File: config.mk
export PLATFORM = sky130hd
export DESIGN_NAME = rsa_key_and_modexp_engine_flat
export DESIGN_NICKNAME = d
export VERILOG_FILES = /design/src/rke_pkg.sv /design/src/rke_cfg_if.sv /design/src/rke_req_if.sv /design/src/rke_rsp_if.sv /design/src/rke_alu.sv /design/src/rke_seq.sv /design/src/rsa_key_and_modexp_engine.sv /design/src/flat_wrapper.sv
export SDC_FILE = /design/constraint.sdc
export NUM_CORES = 2
export LEC_CHECK = 0
export ABC_AREA = 1
export ABC_CLOCK_PERIOD_IN_PS = 8500
export BUFFER_PORTS_ARGS = -buffer_cell sky130_fd_sc_hd__buf_2
export CAP_MARGIN = 10
export CORE_MARGIN = 5
export CORE_UTILIZATION = 53
export DETAILED_ROUTE_END_ITERATION = 7
export PLACE_DENSITY = 0.69
export SYNTH_ARGS = -nofsm -noshare
export SYNTH_HDL_FRONTEND = slang
export SYNTH_SLANG_ARGS = --single-unit
File: constraint.sdc
create_clock -name clk -period 8.5 [get_ports clk]
set_input_delay 1.7 -clock clk [delete_from_list [all_inputs] [get_ports clk]]
set_output_delay 1.7 -clock clk [all_outputs]
set_load 0.05 [all_outputs]
File: src/rke_pkg.sv
// ----------------------------------------------------------------------------
// rke_pkg
// Shared types, codes and constants of the RSA key and modexp engine.
// ----------------------------------------------------------------------------
package rke_pkg;

    localparam int WORD_W          = 32;
    localparam int FAC_W           = 16;
    localparam int FACTOR_WIDTH_DEF = 16;
    localparam int CFG_IDX_W       = 2;
    localparam int STATUS_W        = 2;
    localparam int TRIAL_W         = 9;

    localparam int P_RESET = 61;
    localparam int Q_RESET = 53;
    localparam int E_RESET = 17;

    typedef logic [WORD_W-1:0]    word_t;
    typedef logic [FAC_W-1:0]     fac_t;
    typedef logic [CFG_IDX_W-1:0] cfg_idx_t;
    typedef logic [STATUS_W-1:0]  status_t;
    typedef logic [TRIAL_W-1:0]   trial_t;

    // register indexes of the configuration port
    localparam cfg_idx_t CFG_P = 2'd0;
    localparam cfg_idx_t CFG_Q = 2'd1;
    localparam cfg_idx_t CFG_E = 2'd2;

    // result status codes
    localparam status_t ST_OK        = 2'd0;
    localparam status_t ST_NOT_PRIME = 2'd1;
    localparam status_t ST_NO_INV    = 2'd2;

    typedef enum logic {
        ALU_DIV,
        ALU_MULMOD
    } alu_op_t;

    typedef struct packed {
        logic    start;
        alu_op_t op;
    } alu_ctl_t;

    typedef struct packed {
        logic busy;
        logic done;
    } alu_st_t;

    typedef struct packed {
        logic clear;
    } key_ctl_t;

    typedef enum logic [3:0] {
        S_IDLE,
        S_KEYGEN,
        S_PRIME_P,
        S_PRIME_Q,
        S_INV_RED,
        S_INV_LOOP,
        S_INV_MUL,
        S_EXP_START,
        S_EXP_RED,
        S_EXP_STEP,
        S_EXP_MUL,
        S_EXP_SQR,
        S_OUT
    } seq_state_t;

endpackage

File: src/rke_cfg_if.sv
// ----------------------------------------------------------------------------
// rke_cfg_if
// Configuration write channel: register index and write data.
// ----------------------------------------------------------------------------
interface rke_cfg_if;
    logic              valid;
    logic              ready;
    rke_pkg::cfg_idx_t index;
    rke_pkg::word_t    data;

    modport source (output valid, output index, output data, input ready);
    modport sink   (input valid, input index, input data, output ready);
endinterface

File: src/rke_req_if.sv
// ----------------------------------------------------------------------------
// rke_req_if
// Request channel: command and value of one transaction.
// ----------------------------------------------------------------------------
interface rke_req_if;
    logic           valid;
    logic           ready;
    logic           command;
    rke_pkg::word_t value;

    modport source (output valid, output command, output value, input ready);
    modport sink   (input valid, input command, input value, output ready);
endinterface

File: src/rke_rsp_if.sv
// ----------------------------------------------------------------------------
// rke_rsp_if
// Response channel: result and status of one transaction.
// ----------------------------------------------------------------------------
interface rke_rsp_if;
    logic             valid;
    logic             ready;
    rke_pkg::word_t   result;
    rke_pkg::status_t status;

    modport source (output valid, output result, output status, input ready);
    modport sink   (input valid, input result, input status, output ready);
endinterface

File: src/rke_alu.sv
// ----------------------------------------------------------------------------
// rke_alu
// Shared bit-serial unit: divide (quotient and remainder) or modular
// multiply, one bit of the operand per cycle.
// ----------------------------------------------------------------------------
module rke_alu (
    input  logic              clk,
    input  logic              rst_n,
    input  rke_pkg::alu_ctl_t ctl,
    input  rke_pkg::word_t    a,
    input  rke_pkg::word_t    b,
    input  rke_pkg::word_t    m,
    output rke_pkg::alu_st_t  st,
    output rke_pkg::word_t    quo,
    output rke_pkg::word_t    rem
);

    localparam int STEPS = rke_pkg::WORD_W;
    localparam int CNT_W = $clog2(STEPS);

    logic              busy_reg, busy_next;
    logic              done_reg, done_next;
    logic [CNT_W-1:0]  cnt_reg, cnt_next;
    rke_pkg::alu_op_t  op_reg, op_next;
    rke_pkg::word_t    sh_reg, sh_next;
    rke_pkg::word_t    add_reg, add_next;
    rke_pkg::word_t    den_reg, den_next;
    rke_pkg::word_t    acc_reg, acc_next;
    rke_pkg::word_t    quo_reg, quo_next;

    logic                      top;
    logic [rke_pkg::WORD_W:0]  dbl, s1, s2, s3, den_x;
    logic                      ge1, ge2;

    // one shift-and-reduce step
    always_comb
    begin
        top   = sh_reg[rke_pkg::WORD_W-1];
        den_x = {1'b0, den_reg};
        dbl   = {acc_reg, (op_reg == rke_pkg::ALU_DIV) & top};
        ge1   = (dbl >= den_x);
        s1    = ge1 ? (dbl - den_x) : dbl;
        s2    = {1'b0, s1[rke_pkg::WORD_W-1:0]} + {1'b0, (top ? add_reg : '0)};
        ge2   = (s2 >= den_x);
        s3    = ge2 ? (s2 - den_x) : s2;
    end

    always_comb
    begin
        busy_next = busy_reg;
        done_next = 1'b0;
        cnt_next  = cnt_reg;
        op_next   = op_reg;
        sh_next   = sh_reg;
        add_next  = add_reg;
        den_next  = den_reg;
        acc_next  = acc_reg;
        quo_next  = quo_reg;
        if (ctl.start)
        begin
            busy_next = 1'b1;
            cnt_next  = '0;
            op_next   = ctl.op;
            sh_next   = (ctl.op == rke_pkg::ALU_DIV) ? a : b;
            add_next  = a;
            den_next  = m;
            acc_next  = '0;
            quo_next  = '0;
        end
        else if (busy_reg)
        begin
            sh_next  = {sh_reg[rke_pkg::WORD_W-2:0], 1'b0};
            quo_next = {quo_reg[rke_pkg::WORD_W-2:0], ge1};
            acc_next = (op_reg == rke_pkg::ALU_DIV) ? s1[rke_pkg::WORD_W-1:0]
                                                    : s3[rke_pkg::WORD_W-1:0];
            cnt_next = cnt_reg + 1'b1;
            if (cnt_reg == CNT_W'(STEPS - 1))
            begin
                busy_next = 1'b0;
                done_next = 1'b1;
            end
        end
    end

    always_ff @(posedge clk or negedge rst_n)
    begin
        if (!rst_n)
        begin
            busy_reg <= 1'b0;
            done_reg <= 1'b0;
            cnt_reg  <= '0;
            op_reg   <= rke_pkg::ALU_DIV;
        end
        else
        begin
            busy_reg <= busy_next;
            done_reg <= done_next;
            cnt_reg  <= cnt_next;
            op_reg   <= op_next;
        end
    end

    always_ff @(posedge clk)
    begin
        sh_reg  <= sh_next;
        add_reg <= add_next;
        den_reg <= den_next;
        acc_reg <= acc_next;
        quo_reg <= quo_next;
    end

    assign st.busy = busy_reg;
    assign st.done = done_reg;
    assign quo     = quo_reg;
    assign rem     = acc_reg;

endmodule

File: src/rke_seq.sv
// ----------------------------------------------------------------------------
// rke_seq
// Sequencer: key derivation (trial division, extended Euclid) and
// square-and-multiply exponentiation on the shared unit; holds key state
// and the response register.
// ----------------------------------------------------------------------------
module rke_seq #(
    parameter  int FACTOR_WIDTH = rke_pkg::FACTOR_WIDTH_DEF,
    localparam int FW_EFF = (FACTOR_WIDTH < rke_pkg::FAC_W) ? FACTOR_WIDTH : rke_pkg::FAC_W
) (
    input  logic              clk,
    input  logic              rst_n,
    input  logic [FW_EFF-1:0] prime_p,
    input  logic [FW_EFF-1:0] prime_q,
    input  rke_pkg::word_t    public_exponent,
    input  rke_pkg::key_ctl_t key_ctl,
    rke_req_if.sink           req,
    rke_rsp_if.source         rsp
);

    localparam int II_W = 2 * rke_pkg::TRIAL_W;

    rke_pkg::seq_state_t state_reg, state_next;
    logic                issued_reg, issued_next;
    logic                key_ready_reg, key_ready_next;
    rke_pkg::status_t    key_status_reg, key_status_next;
    rke_pkg::word_t      modulus_reg, modulus_next;
    rke_pkg::word_t      totient_reg, totient_next;
    rke_pkg::word_t      priv_reg, priv_next;
    logic                cmd_reg, cmd_next;
    rke_pkg::word_t      val_reg, val_next;
    rke_pkg::trial_t     trial_reg, trial_next;
    rke_pkg::word_t      r0_reg, r0_next;
    rke_pkg::word_t      r1_reg, r1_next;
    rke_pkg::word_t      t0_reg, t0_next;
    rke_pkg::word_t      t1_reg, t1_next;
    rke_pkg::word_t      qt_reg, qt_next;
    rke_pkg::word_t      rk_reg, rk_next;
    rke_pkg::word_t      acc_reg, acc_next;
    rke_pkg::word_t      base_reg, base_next;
    rke_pkg::word_t      exp_reg, exp_next;
    logic                out_valid_reg, out_valid_next;
    rke_pkg::word_t      out_result_reg, out_result_next;
    rke_pkg::status_t    out_status_reg, out_status_next;

    rke_pkg::alu_ctl_t alu_ctl;
    rke_pkg::alu_st_t  alu_st;
    rke_pkg::word_t    alu_a, alu_b, alu_m, alu_quo, alu_rem;

    rke_pkg::fac_t     p16, q16, v_cur;
    rke_pkg::word_t    n_calc, phi_calc, qtm, t2;
    logic [II_W-1:0]   ii;
    logic              v_lt2, sq_over, rem_zero, alu_done, out_free;

    rke_alu u_alu (
        .clk   (clk),
        .rst_n (rst_n),
        .ctl   (alu_ctl),
        .a     (alu_a),
        .b     (alu_b),
        .m     (alu_m),
        .st    (alu_st),
        .quo   (alu_quo),
        .rem   (alu_rem)
    );

    always_comb
    begin
        p16      = rke_pkg::fac_t'(prime_p);
        q16      = rke_pkg::fac_t'(prime_q);
        n_calc   = rke_pkg::word_t'(p16) * rke_pkg::word_t'(q16);
        phi_calc = rke_pkg::word_t'(p16 - rke_pkg::fac_t'(p16 != '0))
                 * rke_pkg::word_t'(q16 - rke_pkg::fac_t'(q16 != '0));
        v_cur    = (state_reg == rke_pkg::S_PRIME_P) ? p16 : q16;
        ii       = II_W'(trial_reg) * II_W'(trial_reg);
        v_lt2    = (v_cur < rke_pkg::fac_t'(2));
        sq_over  = (ii > II_W'(v_cur));
        rem_zero = (alu_rem == '0);
        alu_done = issued_reg && alu_st.done;
        out_free = !out_valid_reg || rsp.ready;
        qtm      = (qt_reg == totient_reg) ? '0 : qt_reg;
        // t0 - prod mod totient; both operands already reduced
        t2       = (t0_reg >= alu_rem) ? (t0_reg - alu_rem)
                                       : (t0_reg - alu_rem + totient_reg);
    end

    // next state
    always_comb
    begin
        state_next = state_reg;
        case (state_reg)
            rke_pkg::S_IDLE:
            begin
                if (req.valid)
                    state_next = key_ready_reg ? rke_pkg::S_EXP_START : rke_pkg::S_KEYGEN;
            end
            rke_pkg::S_KEYGEN:
                state_next = rke_pkg::S_PRIME_P;
            rke_pkg::S_PRIME_P, rke_pkg::S_PRIME_Q:
            begin
                if (!issued_reg)
                begin
                    if (v_lt2)
                        state_next = rke_pkg::S_EXP_START;
                    else if (sq_over)
                        state_next = (state_reg == rke_pkg::S_PRIME_P) ? rke_pkg::S_PRIME_Q
                                                                       : rke_pkg::S_INV_RED;
                end
                else if (alu_done && rem_zero)
                    state_next = rke_pkg::S_EXP_START;
            end
            rke_pkg::S_INV_RED:
            begin
                if (alu_done)
                    state_next = rke_pkg::S_INV_LOOP;
            end
            rke_pkg::S_INV_LOOP:
            begin
                if (!issued_reg && r1_reg == '0)
                    state_next = rke_pkg::S_EXP_START;
                else if (alu_done)
                    state_next = rke_pkg::S_INV_MUL;
            end
            rke_pkg::S_INV_MUL:
            begin
                if (alu_done)
                    state_next = rke_pkg::S_INV_LOOP;
            end
            rke_pkg::S_EXP_START:
            begin
                if (key_status_reg != rke_pkg::ST_OK || modulus_reg == '0)
                    state_next = rke_pkg::S_OUT;
                else
                    state_next = rke_pkg::S_EXP_RED;
            end
            rke_pkg::S_EXP_RED:
            begin
                if (alu_done)
                    state_next = rke_pkg::S_EXP_STEP;
            end
            rke_pkg::S_EXP_STEP:
            begin
                if (exp_reg == '0)
                    state_next = rke_pkg::S_OUT;
                else if (exp_reg[0])
                    state_next = rke_pkg::S_EXP_MUL;
                else
                    state_next = rke_pkg::S_EXP_SQR;
            end
            rke_pkg::S_EXP_MUL:
            begin
                if (alu_done)
                    state_next = (exp_reg[rke_pkg::WORD_W-1:1] == '0) ? rke_pkg::S_EXP_STEP
                                                                      : rke_pkg::S_EXP_SQR;
            end
            rke_pkg::S_EXP_SQR:
            begin
                if (alu_done)
                    state_next = rke_pkg::S_EXP_STEP;
            end
            rke_pkg::S_OUT:
            begin
                if (out_free)
                    state_next = rke_pkg::S_IDLE;
            end
            default:
                state_next = rke_pkg::S_IDLE;
        endcase
    end

    // datapath and unit control
    always_comb
    begin
        issued_next     = issued_reg;
        key_ready_next  = key_ready_reg;
        key_status_next = key_status_reg;
        modulus_next    = modulus_reg;
        totient_next    = totient_reg;
        priv_next       = priv_reg;
        cmd_next        = cmd_reg;
        val_next        = val_reg;
        trial_next      = trial_reg;
        r0_next         = r0_reg;
        r1_next         = r1_reg;
        t0_next         = t0_reg;
        t1_next         = t1_reg;
        qt_next         = qt_reg;
        rk_next         = rk_reg;
        acc_next        = acc_reg;
        base_next       = base_reg;
        exp_next        = exp_reg;
        out_result_next = out_result_reg;
        out_status_next = out_status_reg;
        out_valid_next  = out_valid_reg && !rsp.ready;
        alu_ctl.start   = 1'b0;
        alu_ctl.op      = rke_pkg::ALU_DIV;
        alu_a           = '0;
        alu_b           = '0;
        alu_m           = '0;
        if (alu_done)
            issued_next = 1'b0;

        case (state_reg)
            rke_pkg::S_IDLE:
            begin
                if (req.valid)
                begin
                    cmd_next = req.command;
                    val_next = req.value;
                end
            end
            rke_pkg::S_KEYGEN:
            begin
                modulus_next    = n_calc;
                totient_next    = phi_calc;
                priv_next       = '0;
                key_status_next = rke_pkg::ST_OK;
                trial_next      = rke_pkg::trial_t'(2);
            end
            rke_pkg::S_PRIME_P, rke_pkg::S_PRIME_Q:
            begin
                alu_a = rke_pkg::word_t'(v_cur);
                alu_m = rke_pkg::word_t'(trial_reg);
                if (!issued_reg)
                begin
                    if (v_lt2)
                    begin
                        key_status_next = rke_pkg::ST_NOT_PRIME;
                        key_ready_next  = 1'b1;
                    end
                    else if (sq_over)
                        trial_next = rke_pkg::trial_t'(2);
                    else
                    begin
                        alu_ctl.start = 1'b1;
                        issued_next   = 1'b1;
                    end
                end
                else if (alu_done)
                begin
                    if (rem_zero)
                    begin
                        key_status_next = rke_pkg::ST_NOT_PRIME;
                        key_ready_next  = 1'b1;
                    end
                    else
                        trial_next = trial_reg + 1'b1;
                end
            end
            rke_pkg::S_INV_RED:
            begin
                alu_a = public_exponent;
                alu_m = totient_reg;
                if (!issued_reg)
                begin
                    alu_ctl.start = 1'b1;
                    issued_next   = 1'b1;
                end
                else if (alu_done)
                begin
                    r0_next = totient_reg;
                    r1_next = alu_rem;
                    t0_next = '0;
                    t1_next = rke_pkg::word_t'(totient_reg != rke_pkg::word_t'(1));
                end
            end
            rke_pkg::S_INV_LOOP:
            begin
                alu_a = r0_reg;
                alu_m = r1_reg;
                if (!issued_reg)
                begin
                    if (r1_reg == '0)
                    begin
                        key_ready_next = 1'b1;
                        if (r0_reg == rke_pkg::word_t'(1))
                            priv_next = t0_reg;
                        else
                            key_status_next = rke_pkg::ST_NO_INV;
                    end
                    else
                    begin
                        alu_ctl.start = 1'b1;
                        issued_next   = 1'b1;
                    end
                end
                else if (alu_done)
                begin
                    qt_next = alu_quo;
                    rk_next = alu_rem;
                end
            end
            rke_pkg::S_INV_MUL:
            begin
                alu_ctl.op = rke_pkg::ALU_MULMOD;
                alu_a      = qtm;
                alu_b      = t1_reg;
                alu_m      = totient_reg;
                if (!issued_reg)
                begin
                    alu_ctl.start = 1'b1;
                    issued_next   = 1'b1;
                end
                else if (alu_done)
                begin
                    r0_next = r1_reg;
                    r1_next = rk_reg;
                    t0_next = t1_reg;
                    t1_next = t2;
                end
            end
            rke_pkg::S_EXP_START:
            begin
                if (key_status_reg != rke_pkg::ST_OK || modulus_reg == '0)
                    acc_next = '0;
                else
                begin
                    exp_next = cmd_reg ? priv_reg : public_exponent;
                    acc_next = rke_pkg::word_t'(modulus_reg != rke_pkg::word_t'(1));
                end
            end
            rke_pkg::S_EXP_RED:
            begin
                alu_a = val_reg;
                alu_m = modulus_reg;
                if (!issued_reg)
                begin
                    alu_ctl.start = 1'b1;
                    issued_next   = 1'b1;
                end
                else if (alu_done)
                    base_next = alu_rem;
            end
            rke_pkg::S_EXP_MUL:
            begin
                alu_ctl.op = rke_pkg::ALU_MULMOD;
                alu_a      = acc_reg;
                alu_b      = base_reg;
                alu_m      = modulus_reg;
                if (!issued_reg)
                begin
                    alu_ctl.start = 1'b1;
                    issued_next   = 1'b1;
                end
                else if (alu_done)
                begin
                    acc_next = alu_rem;
                    // last bit: drop the final squaring
                    if (exp_reg[rke_pkg::WORD_W-1:1] == '0)
                        exp_next = '0;
                end
            end
            rke_pkg::S_EXP_SQR:
            begin
                alu_ctl.op = rke_pkg::ALU_MULMOD;
                alu_a      = base_reg;
                alu_b      = base_reg;
                alu_m      = modulus_reg;
                if (!issued_reg)
                begin
                    alu_ctl.start = 1'b1;
                    issued_next   = 1'b1;
                end
                else if (alu_done)
                begin
                    base_next = alu_rem;
                    exp_next  = exp_reg >> 1;
                end
            end
            rke_pkg::S_OUT:
            begin
                if (out_free)
                begin
                    out_valid_next  = 1'b1;
                    out_result_next = acc_reg;
                    out_status_next = key_status_reg;
                end
            end
            default:
            begin
                issued_next = 1'b0;
            end
        endcase

        if (key_ctl.clear)
            key_ready_next = 1'b0;
    end

    always_ff @(posedge clk or negedge rst_n)
    begin
        if (!rst_n)
        begin
            state_reg      <= rke_pkg::S_IDLE;
            issued_reg     <= 1'b0;
            key_ready_reg  <= 1'b0;
            key_status_reg <= rke_pkg::ST_OK;
            modulus_reg    <= '0;
            totient_reg    <= '0;
            priv_reg       <= '0;
            out_valid_reg  <= 1'b0;
        end
        else
        begin
            state_reg      <= state_next;
            issued_reg     <= issued_next;
            key_ready_reg  <= key_ready_next;
            key_status_reg <= key_status_next;
            modulus_reg    <= modulus_next;
            totient_reg    <= totient_next;
            priv_reg       <= priv_next;
            out_valid_reg  <= out_valid_next;
        end
    end

    always_ff @(posedge clk)
    begin
        cmd_reg        <= cmd_next;
        val_reg        <= val_next;
        trial_reg      <= trial_next;
        r0_reg         <= r0_next;
        r1_reg         <= r1_next;
        t0_reg         <= t0_next;
        t1_reg         <= t1_next;
        qt_reg         <= qt_next;
        rk_reg         <= rk_next;
        acc_reg        <= acc_next;
        base_reg       <= base_next;
        exp_reg        <= exp_next;
        out_result_reg <= out_result_next;
        out_status_reg <= out_status_next;
    end

    assign req.ready  = (state_reg == rke_pkg::S_IDLE);
    assign rsp.valid  = out_valid_reg;
    assign rsp.result = out_result_reg;
    assign rsp.status = out_status_reg;

`ifndef SYNTH
    a_start_idle: assert property (@(posedge clk) disable iff (!rst_n)
        alu_ctl.start |-> !alu_st.busy)
        else $error("shared unit started while busy");

    a_done_after_busy: assert property (@(posedge clk) disable iff (!rst_n)
        alu_st.done |-> $past(alu_st.busy))
        else $error("unit done without a running operation");

    a_bad_key_zero: assert property (@(posedge clk) disable iff (!rst_n)
        (rsp.valid && rsp.status != rke_pkg::ST_OK) |-> rsp.result == '0)
        else $error("nonzero result with a bad key");

    a_bad_key_priv: assert property (@(posedge clk) disable iff (!rst_n)
        (key_ready_reg && key_status_reg != rke_pkg::ST_OK) |-> priv_reg == '0)
        else $error("private exponent set for a bad key");
`endif

endmodule

File: src/rsa_key_and_modexp_engine.sv
// Each divide or modular multiply runs on the single shared bit-serial unit.
// Encrypt/decrypt: one reduction of the input, then one modular multiply per set bit
// of the exponent and one squaring per exponent bit below its top bit.
// Key derivation on the first transaction after reset or a register write runs trial
// division (up to 254 per factor), then extended Euclid: a divide and a multiply per step.
// One transaction at a time; reset loads p=61, q=53, e=17, key not derived.
// ----------------------------------------------------------------------------
// rsa_key_and_modexp_engine
// Toy RSA engine: derives the key from configured primes, then performs
// modular exponentiation for encrypt and decrypt transactions.
// ----------------------------------------------------------------------------
module rsa_key_and_modexp_engine #(
    parameter int FACTOR_WIDTH = rke_pkg::FACTOR_WIDTH_DEF
) (
    input  logic      clk,
    input  logic      rst_n,
    rke_cfg_if.sink   cfg,
    rke_req_if.sink   req,
    rke_rsp_if.source rsp
);

    localparam int FW_EFF = (FACTOR_WIDTH < rke_pkg::FAC_W) ? FACTOR_WIDTH : rke_pkg::FAC_W;

    logic [FW_EFF-1:0] prime_p_reg, prime_p_next;
    logic [FW_EFF-1:0] prime_q_reg, prime_q_next;
    rke_pkg::word_t    exp_e_reg, exp_e_next;
    rke_pkg::key_ctl_t key_ctl;

    assign cfg.ready = 1'b1;

    always_comb
    begin
        prime_p_next  = prime_p_reg;
        prime_q_next  = prime_q_reg;
        exp_e_next    = exp_e_reg;
        key_ctl.clear = cfg.valid && (cfg.index inside {rke_pkg::CFG_P, rke_pkg::CFG_Q,
                                                        rke_pkg::CFG_E});
        if (cfg.valid)
        begin
            case (cfg.index)
                rke_pkg::CFG_P: prime_p_next = cfg.data[FW_EFF-1:0];
                rke_pkg::CFG_Q: prime_q_next = cfg.data[FW_EFF-1:0];
                rke_pkg::CFG_E: exp_e_next   = cfg.data;
                default:        exp_e_next   = exp_e_reg;
            endcase
        end
    end

    always_ff @(posedge clk or negedge rst_n)
    begin
        if (!rst_n)
        begin
            prime_p_reg <= FW_EFF'(rke_pkg::P_RESET);
            prime_q_reg <= FW_EFF'(rke_pkg::Q_RESET);
            exp_e_reg   <= rke_pkg::WORD_W'(rke_pkg::E_RESET);
        end
        else
        begin
            prime_p_reg <= prime_p_next;
            prime_q_reg <= prime_q_next;
            exp_e_reg   <= exp_e_next;
        end
    end

    rke_seq #(
        .FACTOR_WIDTH (FACTOR_WIDTH)
    ) u_seq (
        .clk             (clk),
        .rst_n           (rst_n),
        .prime_p         (prime_p_reg),
        .prime_q         (prime_q_reg),
        .public_exponent (exp_e_reg),
        .key_ctl         (key_ctl),
        .req             (req),
        .rsp             (rsp)
    );

endmodule
File: src/flat_wrapper.sv
// flat-port wrapper written by rule: the top's interface ports become plain ports
module rsa_key_and_modexp_engine_flat 
#(
    parameter int FACTOR_WIDTH = rke_pkg::FACTOR_WIDTH_DEF
)
  (clk, rst_n, cfg_valid, cfg_index, cfg_data, cfg_ready, req_valid, req_command, req_value, req_ready, rsp_valid, rsp_result, rsp_status, rsp_ready);
  rke_cfg_if cfg_i ();
  rke_req_if req_i ();
  rke_rsp_if rsp_i ();
  input  logic clk;
  input  logic rst_n;
  input wire logic [$bits(cfg_i.valid)-1:0] cfg_valid;
  input wire logic [$bits(cfg_i.index)-1:0] cfg_index;
  input wire logic [$bits(cfg_i.data)-1:0] cfg_data;
  output wire logic [$bits(cfg_i.ready)-1:0] cfg_ready;
  input wire logic [$bits(req_i.valid)-1:0] req_valid;
  input wire logic [$bits(req_i.command)-1:0] req_command;
  input wire logic [$bits(req_i.value)-1:0] req_value;
  output wire logic [$bits(req_i.ready)-1:0] req_ready;
  output wire logic [$bits(rsp_i.valid)-1:0] rsp_valid;
  output wire logic [$bits(rsp_i.result)-1:0] rsp_result;
  output wire logic [$bits(rsp_i.status)-1:0] rsp_status;
  input wire logic [$bits(rsp_i.ready)-1:0] rsp_ready;
  assign cfg_i.valid = cfg_valid;
  assign cfg_i.index = cfg_index;
  assign cfg_i.data = cfg_data;
  assign cfg_ready = cfg_i.ready;
  assign req_i.valid = req_valid;
  assign req_i.command = req_command;
  assign req_i.value = req_value;
  assign req_ready = req_i.ready;
  assign rsp_valid = rsp_i.valid;
  assign rsp_result = rsp_i.result;
  assign rsp_status = rsp_i.status;
  assign rsp_i.ready = rsp_ready;
  rsa_key_and_modexp_engine #(.FACTOR_WIDTH(FACTOR_WIDTH)) u_core (.clk(clk), .rst_n(rst_n), .cfg(cfg_i), .req(req_i), .rsp(rsp_i));
endmodule
# Word-level counts from Yosys, hierarchy flattened
# Cells that the tools add are included.
[totals] ff_bits=701 in_bits=72 output_inout_bits=37 wordCells=269
[classes] addsub=9 n_mul=3 order_cmp=5 n_eq_ne=51 mux=113 n_bitwise=2 n_reduce_logical=52
[op_table] cell="32-bit 2-to-1 mux" count=35
[op_table] cell="32-bit case mux with 2 select lines" count=7
[op_table] cell="32-bit case mux with 7 select lines" count=1
[op_table] cell="32-bit zero test" count=4
[op_table] cell="32-bit case mux with 4 select lines" count=1
[op_table] cell="32-bit case mux with 3 select lines" count=1
[op_table] cell="32-bit subtractor" count=3
[op_table] cell="33-bit by 32-bit greater-or-equal comparator with 1-bit output" count=2
[op_table] cell="32-bit by 1-bit != test with 1-bit output (second input constant)" count=2
[op_table] cell="9-bit 2-to-1 mux" count=5
[op_table] cell="4-bit 2-to-1 mux" count=11
[op_table] cell="4-bit case mux with 10 select lines" count=1
[op_table] cell="16-bit by 1-bit subtractor with 17-bit output" count=2
[op_table] cell="32-bit by 32-bit adder with 33-bit output" count=1
[op_table] cell="32-bit adder" count=1
[op_table] cell="32-bit by 1-bit equality test with 1-bit output (second input constant)" count=1
[op_table] cell="32-bit equality test" count=1
[op_table] cell="32-bit greater-or-equal comparator" count=1
[op_table] cell="16-bit by 16-bit multiplier with 32-bit output" count=1
[op_table] cell="17-bit by 17-bit multiplier with 32-bit output" count=1
[op_table] cell="2-bit != test (second input constant)" count=16
[op_table] cell="16-bit nonzero test" count=2
[op_table] cell="31-bit zero test" count=1
[op_table] cell="1-bit 2-to-1 mux" count=31
[op_table] cell="other kinds (46)" count=103

# Logic depth before layout (Yosys ltp)
[depth] ltp_word=8 mapped_depth=47 mapped_depth_nobuf=46

# By module
# A second synthesis with hierarchy kept.
[unflattened] hier_cells=8363 area_unflattened_um2=64871.0
[by_module_without_submodules] mod="rke_seq" instances=1 cells_each=5601 area_per_inst_um2=46987.6 seq_area_each_um2=13558.0
[by_module_without_submodules] mod="rke_alu" instances=1 cells_each=2474 area_per_inst_um2=15247.1 seq_area_each_um2=4364.2
[by_module_without_submodules] mod="rsa_key_and_modexp_engine" instances=1 cells_each=288 area_per_inst_um2=2636.3 seq_area_each_um2=1615.3

# Worst setup path after synthesis
# OpenSTA, ideal clock, no wires.
[synth_path] kind="register -> register" start="register u_core.prime_p_reg[2]" end="register u_core.u_seq.totient_reg[24]" arrival_ns=7.215 required_ns=8.365 slack_ns=1.149 path_stages_with_launch=35 path_cell_list="dfstp_2 -> buf_1 -> nor2_1 -> nand4_1 -> ha_1 -> ha_1 -> nand2_1 -> nor2_1 -> nand3_1 -> nor2_1 -> nand2_1 -> xor2_1 -> inv_1 -> clkbuf_1 -> nand2_1 -> fa_1 -> inv_1 -> fa_1 -> inv_1 -> fa_1 -> inv_1 -> fa_1 -> inv_1 -> fa_1 -> fa_1 -> inv_1 -> ha_1 -> nand2_1 -> nor2_1 -> nand4_1 -> o21ai_0 -> a21oi_1 -> o21ai_0 -> xor2_1 -> o21ai_0"
[synth_via] elab_chain_cells=3
[synth_lines] element="start, declared" line="rsa_key_and_modexp_engine.sv:24" rtl="logic [FW_EFF-1:0] prime_p_reg, prime_p_next;"
[synth_lines] element="start signal, assigned" line="rsa_key_and_modexp_engine.sv:53" rtl="prime_p_reg <= FW_EFF'(rke_pkg::P_RESET);"
[synth_lines] element="start signal, assigned" line="rsa_key_and_modexp_engine.sv:59" rtl="prime_p_reg <= prime_p_next;"
[synth_lines] element="16-bit nonzero test" line="rke_seq.sv:72" rtl="phi_calc = rke_pkg::word_t'(p16 - rke_pkg::fac_t'(p16 != '0))"
[synth_lines] element="16-bit by 1-bit subtractor with 17-bit output (*)" line="rke_seq.sv:72"
[synth_lines] element="17-bit by 17-bit multiplier with 32-bit output (*)" line="rke_seq.sv:73" rtl="* rke_pkg::word_t'(q16 - rke_pkg::fac_t'(q16 != '0));"
[synth_lines] element="end signal, assigned" line="rke_seq.sv:409" rtl="totient_reg <= totient_next;"
[synth_lines] element="end, declared" line="rke_seq.sv:28" rtl="rke_pkg::word_t totient_reg, totient_next;"
# Every way passes the cells marked *; elsewhere a longest branch is shown, timed or not.
# A chain may end at the register's enable or synchronous reset.

# Final worst setup path
[layout_path] start="register u_core.prime_q_reg[5]" end="register u_core.u_seq.totient_reg[27]"
[layout_via] elab_chain_cells=3
[layout_lines] element="start, declared" line="rsa_key_and_modexp_engine.sv:25" rtl="logic [FW_EFF-1:0] prime_q_reg, prime_q_next;"
[layout_lines] element="start signal, assigned" line="rsa_key_and_modexp_engine.sv:54" rtl="prime_q_reg <= FW_EFF'(rke_pkg::Q_RESET);"
[layout_lines] element="start signal, assigned" line="rsa_key_and_modexp_engine.sv:60" rtl="prime_q_reg <= prime_q_next;"
[layout_lines] element="16-bit nonzero test" line="rke_seq.sv:73"
[layout_lines] element="16-bit by 1-bit subtractor with 17-bit output (*)" line="rke_seq.sv:73"
[layout_lines] element="17-bit by 17-bit multiplier with 32-bit output (*)" line="rke_seq.sv:73"
# Marks and branches as above.

==> results.sh <==
export IMPL_outcome="finished clean"
export IMPL_rsz0062_at_grt="no"
export IMPL_clk_path_buf_depth=3
export IMPL_io_buffer_count=107
export IMPL_tns_ps=0
export IMPL_area_growth_pct=8.16
export IMPL_holdPathStages=0
export IMPL_ios=109
export IMPL_holdPathEnd="u_core.u_seq.qt_reg[31]$_DFFE_PP_"
export IMPL_hold_viol=0
export IMPL_first_pass_iters=7
export IMPL_fin_skew_ps=55.2
export IMPL_core_area_sq_um=119000
export IMPL_drive_gt1_share_pct=5.77
export IMPL_syn_avg_cell_area_sq_um=7.85
export IMPL_worst_pin_slew_ps=1150
export IMPL_ys_seq_elements=701
export IMPL_finish_net_count=9119
export IMPL_grt_max_degree=138
export IMPL_ctsRootBufferMaster="clkbuf_16"
export IMPL_netlist_area_sq_um=63600
export IMPL_route_detailed_drc=0
export IMPL_syn_nets=9088
export IMPL_cp_slowest_cell="dfstp_2"
export IMPL_multi_input_area_sq_um=37600
export IMPL_cts_htree_levels=3
export IMPL_wl_per_cell_um=24.1
export IMPL_r2r_slack_ps=390
export IMPL_synth_edf_count=460
export IMPL_synth_top_cell_area_share_pct=21.7
export IMPL_synth_ff_type="edfxtp_1"
export IMPL_antenna_found_initial=8
export IMPL_cts_setup_buffers=0
export IMPL_cts_resized=0
export IMPL_slew_headroom_pct=22.8
export IMPL_grt_pass1_vias=55772
export IMPL_finalMaxSlewViolations=0
export IMPL_start_util_pct=53.2
export IMPL_period_share_pct=95.4
export IMPL_ant_nets=0
export IMPL_max_freq_ghz=0.123
export IMPL_clkTransAtPathRegs_ps=70
export IMPL_grt_pass1_wl_mm=351
export IMPL_yosysTopAreaCell="edfxtp_1"
export IMPL_hpwl_mm=189
export IMPL_postRouteWirelength_mm=237
export IMPL_slowest_delay_ps=540
export IMPL_synth_most_common_cell="nand2_1"
export IMPL_synthArstFlopShare_pct=25.2
export IMPL_cts_tree="done"
export IMPL_n_fill_cell=11086
export IMPL_path_class="register to register"
export IMPL_critPathRequiredTime_ps=9040
export IMPL_yosysWarnings=0
export IMPL_drt_initial_drc_count=6719
export IMPL_r2r_start="u_core.prime_q_reg[5]$_DFFE_PN1P_"
export IMPL_gr_total_overflow=0
export IMPL_routed_via_density=5.85
export IMPL_die_y_um=356
export IMPL_ys_types=59
export IMPL_rr_endpoint="u_core.u_seq.totient_reg[27]$_DFFE_PN0P_"
export IMPL_cts_buffers=78
export IMPL_hp_class="register to register"
export IMPL_worstSetupEndpointType="register"
export IMPL_clkLatencyLatePin_ps=710
export IMPL_synthCells=8100
export IMPL_crit_top_cell="fa_1"
export IMPL_dieArea_sq_um=127000
export IMPL_fin_crit_ps=8110
export IMPL_synth_seq_area_share_pct=30.7
export IMPL_hp_start="u_core.u_seq.u_alu.quo[31]$_SDFFE_PP0P_"
export IMPL_start_kind="register"
export IMPL_clkSinkCount=701
export IMPL_grt_use_total_pct=36.8
export IMPL_cp_max_fo=10
export IMPL_maxCapViolCount=0
export IMPL_seqCellArea_sq_um=19500
export IMPL_cts_hold_buf=0
export IMPL_synthTopCellsByArea="edfxtp_1 (22%), fa_1 (16%), nand2_1 (12%)"
export IMPL_setup_viol=0
export IMPL_num_vias=57370
export IMPL_reg2reg_depth=29
export IMPL_num_rows=127
export IMPL_gp_congestion=1.06
export IMPL_synth_common_cells="nand2_1 (2068), inv_1 (1437), nor2_1 (724)"
export IMPL_die_x_um=356
export IMPL_diodes=0
export IMPL_cp_data_arrival_time_ps=8650
==> worst max-delay path by stage <==
stage,end,cells after the start,from
3_5_place_dp,u_core.u_seq.totient_reg[27]$_DFFE_PN0P_,29,u_core.prime_q_reg[5]$_DFFE_PN1P_
4_1_cts,u_core.u_seq.totient_reg[24]$_DFFE_PN0P_,35,u_core.prime_p_reg[4]$_DFFE_PN1P_
5_1_grt,u_core.u_seq.totient_reg[24]$_DFFE_PN0P_,29,u_core.prime_q_reg[5]$_DFFE_PN1P_
3_3_place_gp,u_core.u_seq.totient_reg[27]$_DFFE_PN0P_,32,u_core.prime_p_reg[4]$_DFFE_PN1P_
2_1_floorplan,u_core.u_seq.totient_reg[24]$_DFFE_PN0P_,34,u_core.prime_p_reg[2]$_DFFE_PN1P_
6_report,u_core.u_seq.totient_reg[27]$_DFFE_PN0P_,29,u_core.prime_q_reg[5]$_DFFE_PN1P_
==> metrics by stage <==
stage / setup slack [ps] / cell area [sq um] / utilization (%) / hold WS, ps / std cells
after CTS: 409 / 68700 / 57.5 / 435 / 9809
final: 392 / 68800 / 57.5 / 438 / 9809
after global routing: 34.2 / 68800 / 57.5 / 449 / 9809
after floorplan: 1150 / 63600 / - / 408 / 8100
after detailed placement: 420 / 66100 / 55.3 / 419 / 9663
after global placement: 576 / 66100 / 55.3 / 418 / 9663
==> layer usage <==
| metal | vias up | global-route usage, % | part of all wire (%) |
|---|---|---|---|
| met5 | - | 0.415 | 0.053 |
| met2 | 3257 | 58.5 | 45 |
| met3 | 774 | 7.21 | 10 |
| met1 | 27579 | 46.7 | 37 |
| li1 | 25750 | - | - |
| met4 | 10 | 22.7 | 7.9 |
==> area by class of cell <==
type                            instances  area share (%)
Multi-Input combinational cell       5662            54.6
Sequential cell                       701            28.4
Inverter                             1455            7.95
Clock buffer                           98            3.08
Tap cell                             1612            2.93
Timing Repair Buffer                  233            2.20
Clock inverter                         48           0.782
==> placed cells by master, fill, tap and decap left out, drive strengths merged, types with 99 or more instances in the layout <==
cell type,count
edfxtp,460
nand3,416
a21oi,343
nor2,725
buf,232
inv,1445
o21ai,478
nand2,2071
fa,516
clkbuf,99
dfrtp,166
ha,400
==> logic make-up after synthesis <==
| kind of cell | synth area share, % |
|---|---|
| xor+xnor | 2.69 |
| simple gates | 22.5 |
| buf+inv | 10.4 |
| flops | 30.7 |
| other cells | 0.00590 |
| compound gates | 9.42 |
| fa+ha+maj | 24.1 |
| mux | 0.106 |
==> critical path: cells and delay by family (launching register included) <==
family                     cells  cell delay [ps]
AOI/OAI and AO/OA              5              840
adders and majority gates      9             3650
buffers and inverters          5              820
and+or+nand+nor               10             2130
DFF                            1              540
Power is not shown: default switching activity piles up to over one toggle a cycle in this logic, so the estimate is an artifact.
